`src/design/bitmap_range_set_find_first_top_assert.svh`:
```
// ----------------------------------------------------------------------------
// Bitmap range set / find-first assertion macros
// Clocked assertion wrappers; define ASSERT_OFF to compile them out.
// ----------------------------------------------------------------------------
`ifndef BITMAP_RANGE_SET_FIND_FIRST_TOP_ASSERT_SVH
`define BITMAP_RANGE_SET_FIND_FIRST_TOP_ASSERT_SVH

`ifndef ASSERT_OFF
// Implication checked on every clock edge outside reset
`define BRSF_ASSERT(lbl, prop, msg) \
  lbl: assert property (@(posedge clk) disable iff (rst) prop) else $error(msg);
// Condition in one cycle implies a property in the next cycle
`define BRSF_ASSERT_NEXT(lbl, cond, prop, msg) \
  lbl: assert property (@(posedge clk) disable iff (rst) cond |=> prop) else $error(msg);
`else
`define BRSF_ASSERT(lbl, prop, msg)
`define BRSF_ASSERT_NEXT(lbl, cond, prop, msg)
`endif

`endif

```
`src/design/brsf_pkg.sv`:
```
// ----------------------------------------------------------------------------
// Bitmap range set / find-first package
// Default sizes, request codes and controller states.
// ----------------------------------------------------------------------------
package brsf_pkg;

  // Default bitmap geometry
  localparam int MAP_BITS_DEF  = 4096;
  localparam int WORD_BITS_DEF = 32;

  // Width of every bit index field on the ports
  localparam int IDX_W = 13;

  // Request codes
  localparam logic REQ_SET  = 1'b0;
  localparam logic REQ_FIND = 1'b1;

  // Controller states
  typedef enum logic [2:0] {
    ST_CLEAR,
    ST_IDLE,
    ST_SETUP,
    ST_RUN,
    ST_DONE
  } state_t;

endpackage

```
`src/design/bitmap_range_set_find_first_top.sv`:
```
// ----------------------------------------------------------------------------
// Bitmap range set / find-first
// Word-memory bitmap with run write and lowest-set-bit scan.
// ----------------------------------------------------------------------------
// Input channel (in_valid / in_ready) carries one request word. req_type
// REQ_SET writes fill_value into bits [range_start, range_start+bit_count),
// REQ_FIND returns the lowest set bit in [range_start, range_end). Ranges are
// clipped to MAP_BITS. Every request gives exactly one output word on
// out_valid / out_ready: found_index and bit_found (both zero for a set).
// One request is processed at a time. A request passes through setup
// (accept, word-index multiply, issue), then a walk over the memory words it
// touches, then a load of the output register. The walk through the word
// memory, read-modify-write for a set, moves one word per cycle and sets the
// rate. An empty range skips the setup and the walk. A find stops at the
// word holding the first set bit.
// After reset the memory is cleared one word per cycle, all NUM_WORDS words
// (128 by default), with in_ready low. A finished result waits in the
// output register while the receiver stalls; the next request may be
// accepted then, but its own result is held back until the output frees.
// ----------------------------------------------------------------------------
`include "bitmap_range_set_find_first_top_assert.svh"

module bitmap_range_set_find_first_top #(
  parameter int MAP_BITS  = brsf_pkg::MAP_BITS_DEF,
  parameter int WORD_BITS = brsf_pkg::WORD_BITS_DEF
) (
  input  logic                       clk,
  input  logic                       rst,
  input  logic                       in_valid,
  output logic                       in_ready,
  input  logic                       req_type,
  input  logic [brsf_pkg::IDX_W-1:0] range_start,
  input  logic [brsf_pkg::IDX_W-1:0] bit_count,
  input  logic                       fill_value,
  input  logic [brsf_pkg::IDX_W-1:0] range_end,
  output logic                       out_valid,
  input  logic                       out_ready,
  output logic [brsf_pkg::IDX_W-1:0] found_index,
  output logic                       bit_found
);
  import brsf_pkg::*;

  localparam int NUM_WORDS = (MAP_BITS + WORD_BITS - 1) / WORD_BITS;
  localparam int AW = (NUM_WORDS > 1) ? $clog2(NUM_WORDS) : 1;
  localparam int CW = ($clog2(MAP_BITS + 1) > IDX_W + 1) ? $clog2(MAP_BITS + 1) : IDX_W + 1;
  localparam int OW = $clog2(WORD_BITS + 1);
  localparam int LW = $clog2(WORD_BITS);
  // Reciprocal for start / WORD_BITS, exact for every IDX_W-bit start
  localparam int SH    = IDX_W + LW;
  localparam int RW    = IDX_W + 1;
  localparam int PW    = IDX_W + RW;
  localparam int RECIP = ((1 << SH) + WORD_BITS - 1) / WORD_BITS;

  localparam logic [CW-1:0] MAP_C   = CW'(MAP_BITS);
  localparam logic [CW-1:0] WORD_C  = CW'(WORD_BITS);
  localparam logic [AW-1:0] LAST_WA = AW'(NUM_WORDS - 1);

  // Word memory
  logic [WORD_BITS-1:0] mem [NUM_WORDS];
  logic [WORD_BITS-1:0] rdata;
  logic                 mem_we;
  logic                 mem_re;
  logic [AW-1:0]        waddr;
  logic [WORD_BITS-1:0] wdata;

  state_t state, state_next;

  // Request registers
  logic          req_find;
  logic          fill;
  logic [CW-1:0] start_r;
  logic [CW-1:0] lim_r;
  logic [PW-1:0] prod;

  // Walk registers: issue stage and evaluate stage
  logic [AW-1:0] issue_word;
  logic [CW-1:0] issue_base;
  logic          ev_valid;
  logic [AW-1:0] ev_word;
  logic [CW-1:0] ev_base;
  logic [AW-1:0] clr_addr;

  // Result held until the output register frees
  logic [IDX_W-1:0] res_idx;
  logic             res_found;

  // Combinational helpers
  logic                 accept;
  logic [CW-1:0]        run_sum;
  logic [CW-1:0]        run_stop;
  logic [CW-1:0]        end_clip;
  logic [CW-1:0]        lim_in;
  logic                 empty_in;
  logic [PW-SH-1:0]     quot;
  logic [CW-1:0]        rem;
  logic                 last_word;
  logic [OW-1:0]        lo;
  logic [OW-1:0]        hi;
  logic [WORD_BITS-1:0] mask;
  logic [WORD_BITS-1:0] masked;
  logic                 hit;
  logic [LW-1:0]        off;
  logic                 finish;
  logic                 out_free;

  // Clip the incoming range
  always_comb begin
    run_sum  = CW'(range_start) + CW'(bit_count);
    run_stop = (run_sum > MAP_C) ? MAP_C : run_sum;
    end_clip = (CW'(range_end) > MAP_C) ? MAP_C : CW'(range_end);
    lim_in   = (req_type == REQ_FIND) ? end_clip : run_stop;
    empty_in = CW'(range_start) >= lim_in;
    quot     = prod[PW-1:SH];
  end

  // Bit window of the word under evaluation, and its lowest set bit
  always_comb begin
    rem       = lim_r - ev_base;
    last_word = rem <= WORD_C;
    hi        = last_word ? OW'(rem) : OW'(WORD_BITS);
    lo        = (start_r > ev_base) ? OW'(start_r - ev_base) : '0;
    for (int b = 0; b < WORD_BITS; b++) begin
      mask[b] = (OW'(b) >= lo) && (OW'(b) < hi);
    end
    masked = rdata & mask;
    hit    = |masked;
    off    = '0;
    for (int b = WORD_BITS - 1; b >= 0; b--) begin
      if (masked[b]) begin
        off = LW'(b);
      end
    end
  end

  // Next state, memory control and handshake
  always_comb begin
    state_next = state;
    in_ready   = 1'b0;
    mem_we     = 1'b0;
    mem_re     = 1'b0;
    waddr      = ev_word;
    wdata      = (rdata & ~mask) | (fill ? mask : '0);
    finish     = 1'b0;
    out_free   = !out_valid || out_ready;
    accept     = 1'b0;
    case (state)
      ST_CLEAR: begin
        mem_we = 1'b1;
        waddr  = clr_addr;
        wdata  = '0;
        if (clr_addr == LAST_WA) begin
          state_next = ST_IDLE;
        end
      end
      ST_IDLE: begin
        in_ready = 1'b1;
        accept   = in_valid;
        if (in_valid) begin
          state_next = empty_in ? ST_DONE : ST_SETUP;
        end
      end
      ST_SETUP: begin
        state_next = ST_RUN;
      end
      ST_RUN: begin
        mem_re = issue_base < lim_r;
        finish = ev_valid && (last_word || (req_find && hit));
        mem_we = ev_valid && !req_find;
        if (finish) begin
          state_next = ST_DONE;
        end
      end
      ST_DONE: begin
        if (out_free) begin
          state_next = ST_IDLE;
        end
      end
      default: begin
        state_next = ST_IDLE;
      end
    endcase
  end

  // State register
  always_ff @(posedge clk) begin
    if (rst) begin
      state <= ST_CLEAR;
    end else begin
      state <= state_next;
    end
  end

  // Memory: one write port, one registered read port
  always_ff @(posedge clk) begin
    if (mem_we) begin
      mem[waddr] <= wdata;
    end
    if (mem_re) begin
      rdata <= mem[issue_word];
    end
  end

  // Control registers
  always_ff @(posedge clk) begin
    if (rst) begin
      clr_addr  <= '0;
      ev_valid  <= 1'b0;
      out_valid <= 1'b0;
    end else begin
      if (state == ST_CLEAR) begin
        clr_addr <= clr_addr + AW'(1);
      end
      ev_valid <= mem_re && !finish;
      if (state == ST_DONE && out_free) begin
        out_valid <= 1'b1;
      end else if (out_ready) begin
        out_valid <= 1'b0;
      end
    end
  end

  // Request, walk and result registers
  always_ff @(posedge clk) begin
    // Latch the request and start the word-index multiply
    if (accept) begin
      req_find  <= req_type;
      fill      <= fill_value;
      start_r   <= CW'(range_start);
      lim_r     <= lim_in;
      prod      <= PW'(range_start) * PW'(RECIP);
      res_found <= 1'b0;
      res_idx   <= (req_type == REQ_FIND) ? range_start : '0;
    end
    // Load the first word and its base index
    if (state == ST_SETUP) begin
      issue_word <= AW'(quot);
      issue_base <= CW'(quot) * WORD_C;
    end
    // Advance the issue stage and hand the word to the evaluate stage
    if (mem_re) begin
      issue_word <= issue_word + AW'(1);
      issue_base <= issue_base + WORD_C;
      ev_word    <= issue_word;
      ev_base    <= issue_base;
    end
    // Capture the result of the walk
    if (finish) begin
      if (!req_find) begin
        res_idx   <= '0;
        res_found <= 1'b0;
      end else if (hit) begin
        res_idx   <= IDX_W'(ev_base + CW'(off));
        res_found <= 1'b1;
      end else begin
        res_idx   <= IDX_W'(lim_r);
        res_found <= 1'b0;
      end
    end
    // Drive the output word
    if (state == ST_DONE && out_free) begin
      found_index <= res_idx;
      bit_found   <= res_found;
    end
  end

  `BRSF_ASSERT(a_no_rw_clash, (mem_we && mem_re) |-> (waddr != issue_word),
               "read and write hit the same word")
  `BRSF_ASSERT(a_eval_in_range, ev_valid |-> (ev_base < lim_r),
               "evaluated word lies beyond the range")
  `BRSF_ASSERT(a_hit_in_range, (state == ST_DONE && res_found) |->
               ((CW'(res_idx) >= start_r) && (CW'(res_idx) < lim_r)),
               "found bit outside the scan range")
  `BRSF_ASSERT_NEXT(a_done_drives_out, (state == ST_DONE && out_free),
                    (out_valid && state == ST_IDLE), "result not presented")

endmodule
```
`config.mk`:
```
export PLATFORM = sky130hd
export DESIGN_NAME = bitmap_range_set_find_first_top
export DESIGN_NICKNAME = d
export VERILOG_FILES = /design/src/design/brsf_pkg.sv /design/src/design/bitmap_range_set_find_first_top.sv
export VERILOG_INCLUDE_DIRS = /design/src /design/src/design
export SDC_FILE = /design/constraint.sdc
export NUM_CORES = 2
export LEC_CHECK = 0
export BUFFER_PORTS_ARGS = -buffer_cell sky130_fd_sc_hd__buf_4
export CELL_PAD_IN_SITES_DETAIL_PLACEMENT = 1
export CELL_PAD_IN_SITES_GLOBAL_PLACEMENT = 1
export CORE_UTILIZATION = 45
export CTS_CLUSTER_DIAMETER = 150
export DETAILED_ROUTE_END_ITERATION = 8
export GPL_TIMING_DRIVEN = 0
export PLACE_DENSITY = 0.72
export SYNTH_ARGS = -nofsm -noshare
export SYNTH_HDL_FRONTEND = slang
export SYNTH_SLANG_ARGS = --single-unit
```
`constraint.sdc`:
```
create_clock -name clk -period 15.91 [get_ports clk]
set_clock_uncertainty 0.15 [all_clocks]
set_input_delay 3.182 -clock clk [delete_from_list [all_inputs] [get_ports clk]]
set_output_delay 3.182 -clock clk [all_outputs]
set_load 0.05 [all_outputs]
```
==> flow_summary.yaml <==
outcome:
  run_status: "finished with violations"
  violations: "capacitance limit, slew limit"
timing:
  finalSetupViolations: 0
  fmax_mhz: 124
  final-hold-violation-count: 0
  fin_hold_ws_ns: 0.251
  maxSlewViolCount: 27
  fin_crit_sh: 0.505
  fin_ws_ns: 7.87
  grt_setup_unrepaired: "no"
  fin_tns_setup_ns: 0
  tightestPinTransition_ns: 1.59
  maxSlewHeadroom: -0.0583
  min_period_ns: 8.04
drt:
  routed_via_density: 6.37
  ant_nets: 0
  vias: 81964
  firstDrtPassIters: 5
  drc: 0
  wl_per_cell_um: 38.1
  first_iter_violations: 12089
  wirelength_um: 490000
cts:
  cts.sinks: 4229
  hold_buffers: 0
  numCtsBuffers: 410
  cts_resized: 0
  clock_latency_ns: 0.98
  htree_levels: 5
  root_buffer: "clkbuf_16"
  cts_buffer_depth: 4
  cts_tree: "done"
  clkTransAtPathRegs_ns: 0.06
  cts_post_setup_buffers_inserted: 0
worst_setup_path:
  crit_fanout: 8
  path_common_cell: "a21o_1"
  path_buf_inv: 2
  cpPeakStageDelay_ns: 0.54
  crit_type: "primary input to flip-flop"
  endpoint_kind: "flip-flop"
  required_ns: 16.65
  critPathLaunchType: "primary input"
  critical-path-slowest-cell: "or4_1"
  critPathTopFamily: "simple AND/OR/NAND/NOR gates"
  worstPathArrival_ns: 8.78
power:
  vdd_drop_max_mv: 0.107
  powerDensity_mw_per_mm2: 116
  power_w: 0.0222
  p_leak_nw: 54.6
yosys:
  async_flop_share: 0
  synth.distinct_cells: 91
  synth_area_leader_cell: "edfxtp_1"
  syn_inst: 6980
  synth_top_area_frac: 0.767
  yosysWarnings: 0
  avgSynthCellArea_um2: 23.6
  synth_flop_cell: "edfxtp_1"
  synth_enable_flop_cells: 4217
  ys_seq_area_frac: 0.769
  synthesis.nets: 7081
  ys_top_cells_by_area: "edfxtp_1 (77%), mux4_2 (18%), clkbuf_1 (0.55%), nor2_1 (0.48%), ha_1 (0.41%)"
  netlist_area_mm2: 0.165
  ys_seq_elements: 4229
global_route:
  grt_usage: 0.263
  grt_pass1_wl_um: 673000
  grt_max_degree: 55
  first_global_vias: 84553
  overflow: 0
  antenna_found_initial: 48
placed_design:
  portBuffers: 60
  gp_congestion: 0.934
  dp_slack_ns: 6.86
  dp_hpwl_um: 339000
worst_hold_path:
  hold_class: "flip-flop to flip-flop"
floorplanning:
  die_h_um: 608
  ios: 61
  core_area_mm2: 0.365
  rows: 222
  die-width_um: 608
  dieArea_mm2: 0.369
  initial_core_util: 0.452
cells_and_area:
  drive_above_1_share: 0.315
  final_core_util: 0.524
  area_growth_syn_to_layout_pct: 16.0
  nets: 7784
run:
  cap_violations: 6
-- metrics by stage --
stage                     cell area [um^2]  instances
final                               191000      12861
after global routing                191000      12855
after CTS                           191000      12836
after detailed placement            178000      12085
after global placement              172000      11856
after floorplan                     165000       6980
-- layout make-up --
type                       instances  area, um^2
antenna                           23        57.6
buffer                           362        1470
clock buffer                     481       10600
clock inverter                   270        2870
fill                           31118      174000
inverter                          46         173
multi-input combinational       2343       37800
sequential                      4229      127000
tap                             4816        6030
timing repair buffer             291        5540
-- power breakdown --
| part | total (W) | switching (W) | internal, W | leakage [nW] |
|---|---|---|---|---|
| Combinational | 0.000165 | 0.000111 | 0.0000540 | 13.3 |
| Sequential | 0.0121 | 0.00000868 | 0.0121 | 34.7 |
| Clock | 0.00988 | 0.00428 | 0.00560 | 6.55 |
| Total | 0.0222 | 0.00440 | 0.0178 | 54.6 |
-- cells by family (layout without fill, tap and decap cells) --
group,after synthesis,after routing,synth area share
multiplexers,1407,1407,0.187
adder cells (fa/ha/maj),56,56,0.00434
other,1,24,0.0000227
AO/OA/AOI/OAI,324,324,0.0132
flip-flops,4229,4229,0.769
XOR/XNOR,26,26,0.00138
AND/OR/NAND/NOR,529,529,0.0153
buffers and inverters,408,1450,0.00955
-- cells in the final DEF, fill, tap and decap left out, types with 29 or more instances in the layout --
cell / n
buf_1: 87
nor2_1: 58
clkinv_2: 73
buf_16: 67
mux4_2: 1343
buf_12: 157
mux2i_1: 29
ha_1: 54
inv_1: 46
nor2_4: 153
a21oi_1: 67
clkbuf_16: 414
clkinv_1: 92
bufinv_16: 50
clkbuf_2: 40
clkbuf_1: 275
o21ai_0: 63
nand3_1: 54
mux2_2: 35
buf_4: 61
nand2_1: 123
edfxtp_1: 4217
-- synthesized netlist by cell type (8+ instances only) --
cell,number
or3_1,11
a22o_1,18
buf_1,106
nor2_1,211
nand3_1,54
a31oi_1,17
and3_1,12
nand2b_1,15
a21o_1,19
o21a_1,11
inv_1,46
nor3_1,18
clkbuf_1,243
mux2i_1,29
xor2_1,11
o211ai_1,8
o21ai_0,64
dfxtp_1,12
edfxtp_1,4217
ha_1,54
a21oi_1,74
and2_1,17
a211oi_1,10
xnor2_1,15
mux4_2,1343
a22oi_1,14
nand3b_1,14
o21ai_1,14
nor2b_1,11
buf_2,8
mux2_2,35
nand2_1,123
-- final timing paths --
kind                            cells past startpoint                       end  slack, ns               startpoint
worst max register to register                     11       rdata[25]$_DFFE_PP_       8.38  issue_word[1]$_DFFE_PP_
worst min register to register                      0  found_index[1]$_DFFE_PP_       0.25     res_idx[1]$_DFFE_PP_
worst min-delay path                                0  found_index[1]$_DFFE_PP_       0.25     res_idx[1]$_DFFE_PP_
worst max-delay path                               26     state[1]$_SDFFE_PP0P_       7.87           range_start[0]
-- flip-flops by register name, summed over array words and instances (netlist names) --
register and flops:
issue_base 9, ev_base 9, issue_word 7, bit_found 1, rdata 32, res_idx 13, lim_r 14, out_valid 1
prod 13, ev_word 7, state 3, res_found 1, found_index 13, fill 1, req_find 1, mem 4096
ev_valid 1, clr_addr 7
-- metal layers --
layer,up-vias,global-route usage,routed length (um)
li1,31592,-,-
met1,44400,0.341,178000
met2,5071,0.425,236000
met3,885,0.0574,50000
met4,16,0.125,26100
met5,-,0,120
(Power assumes the default switching activity.)
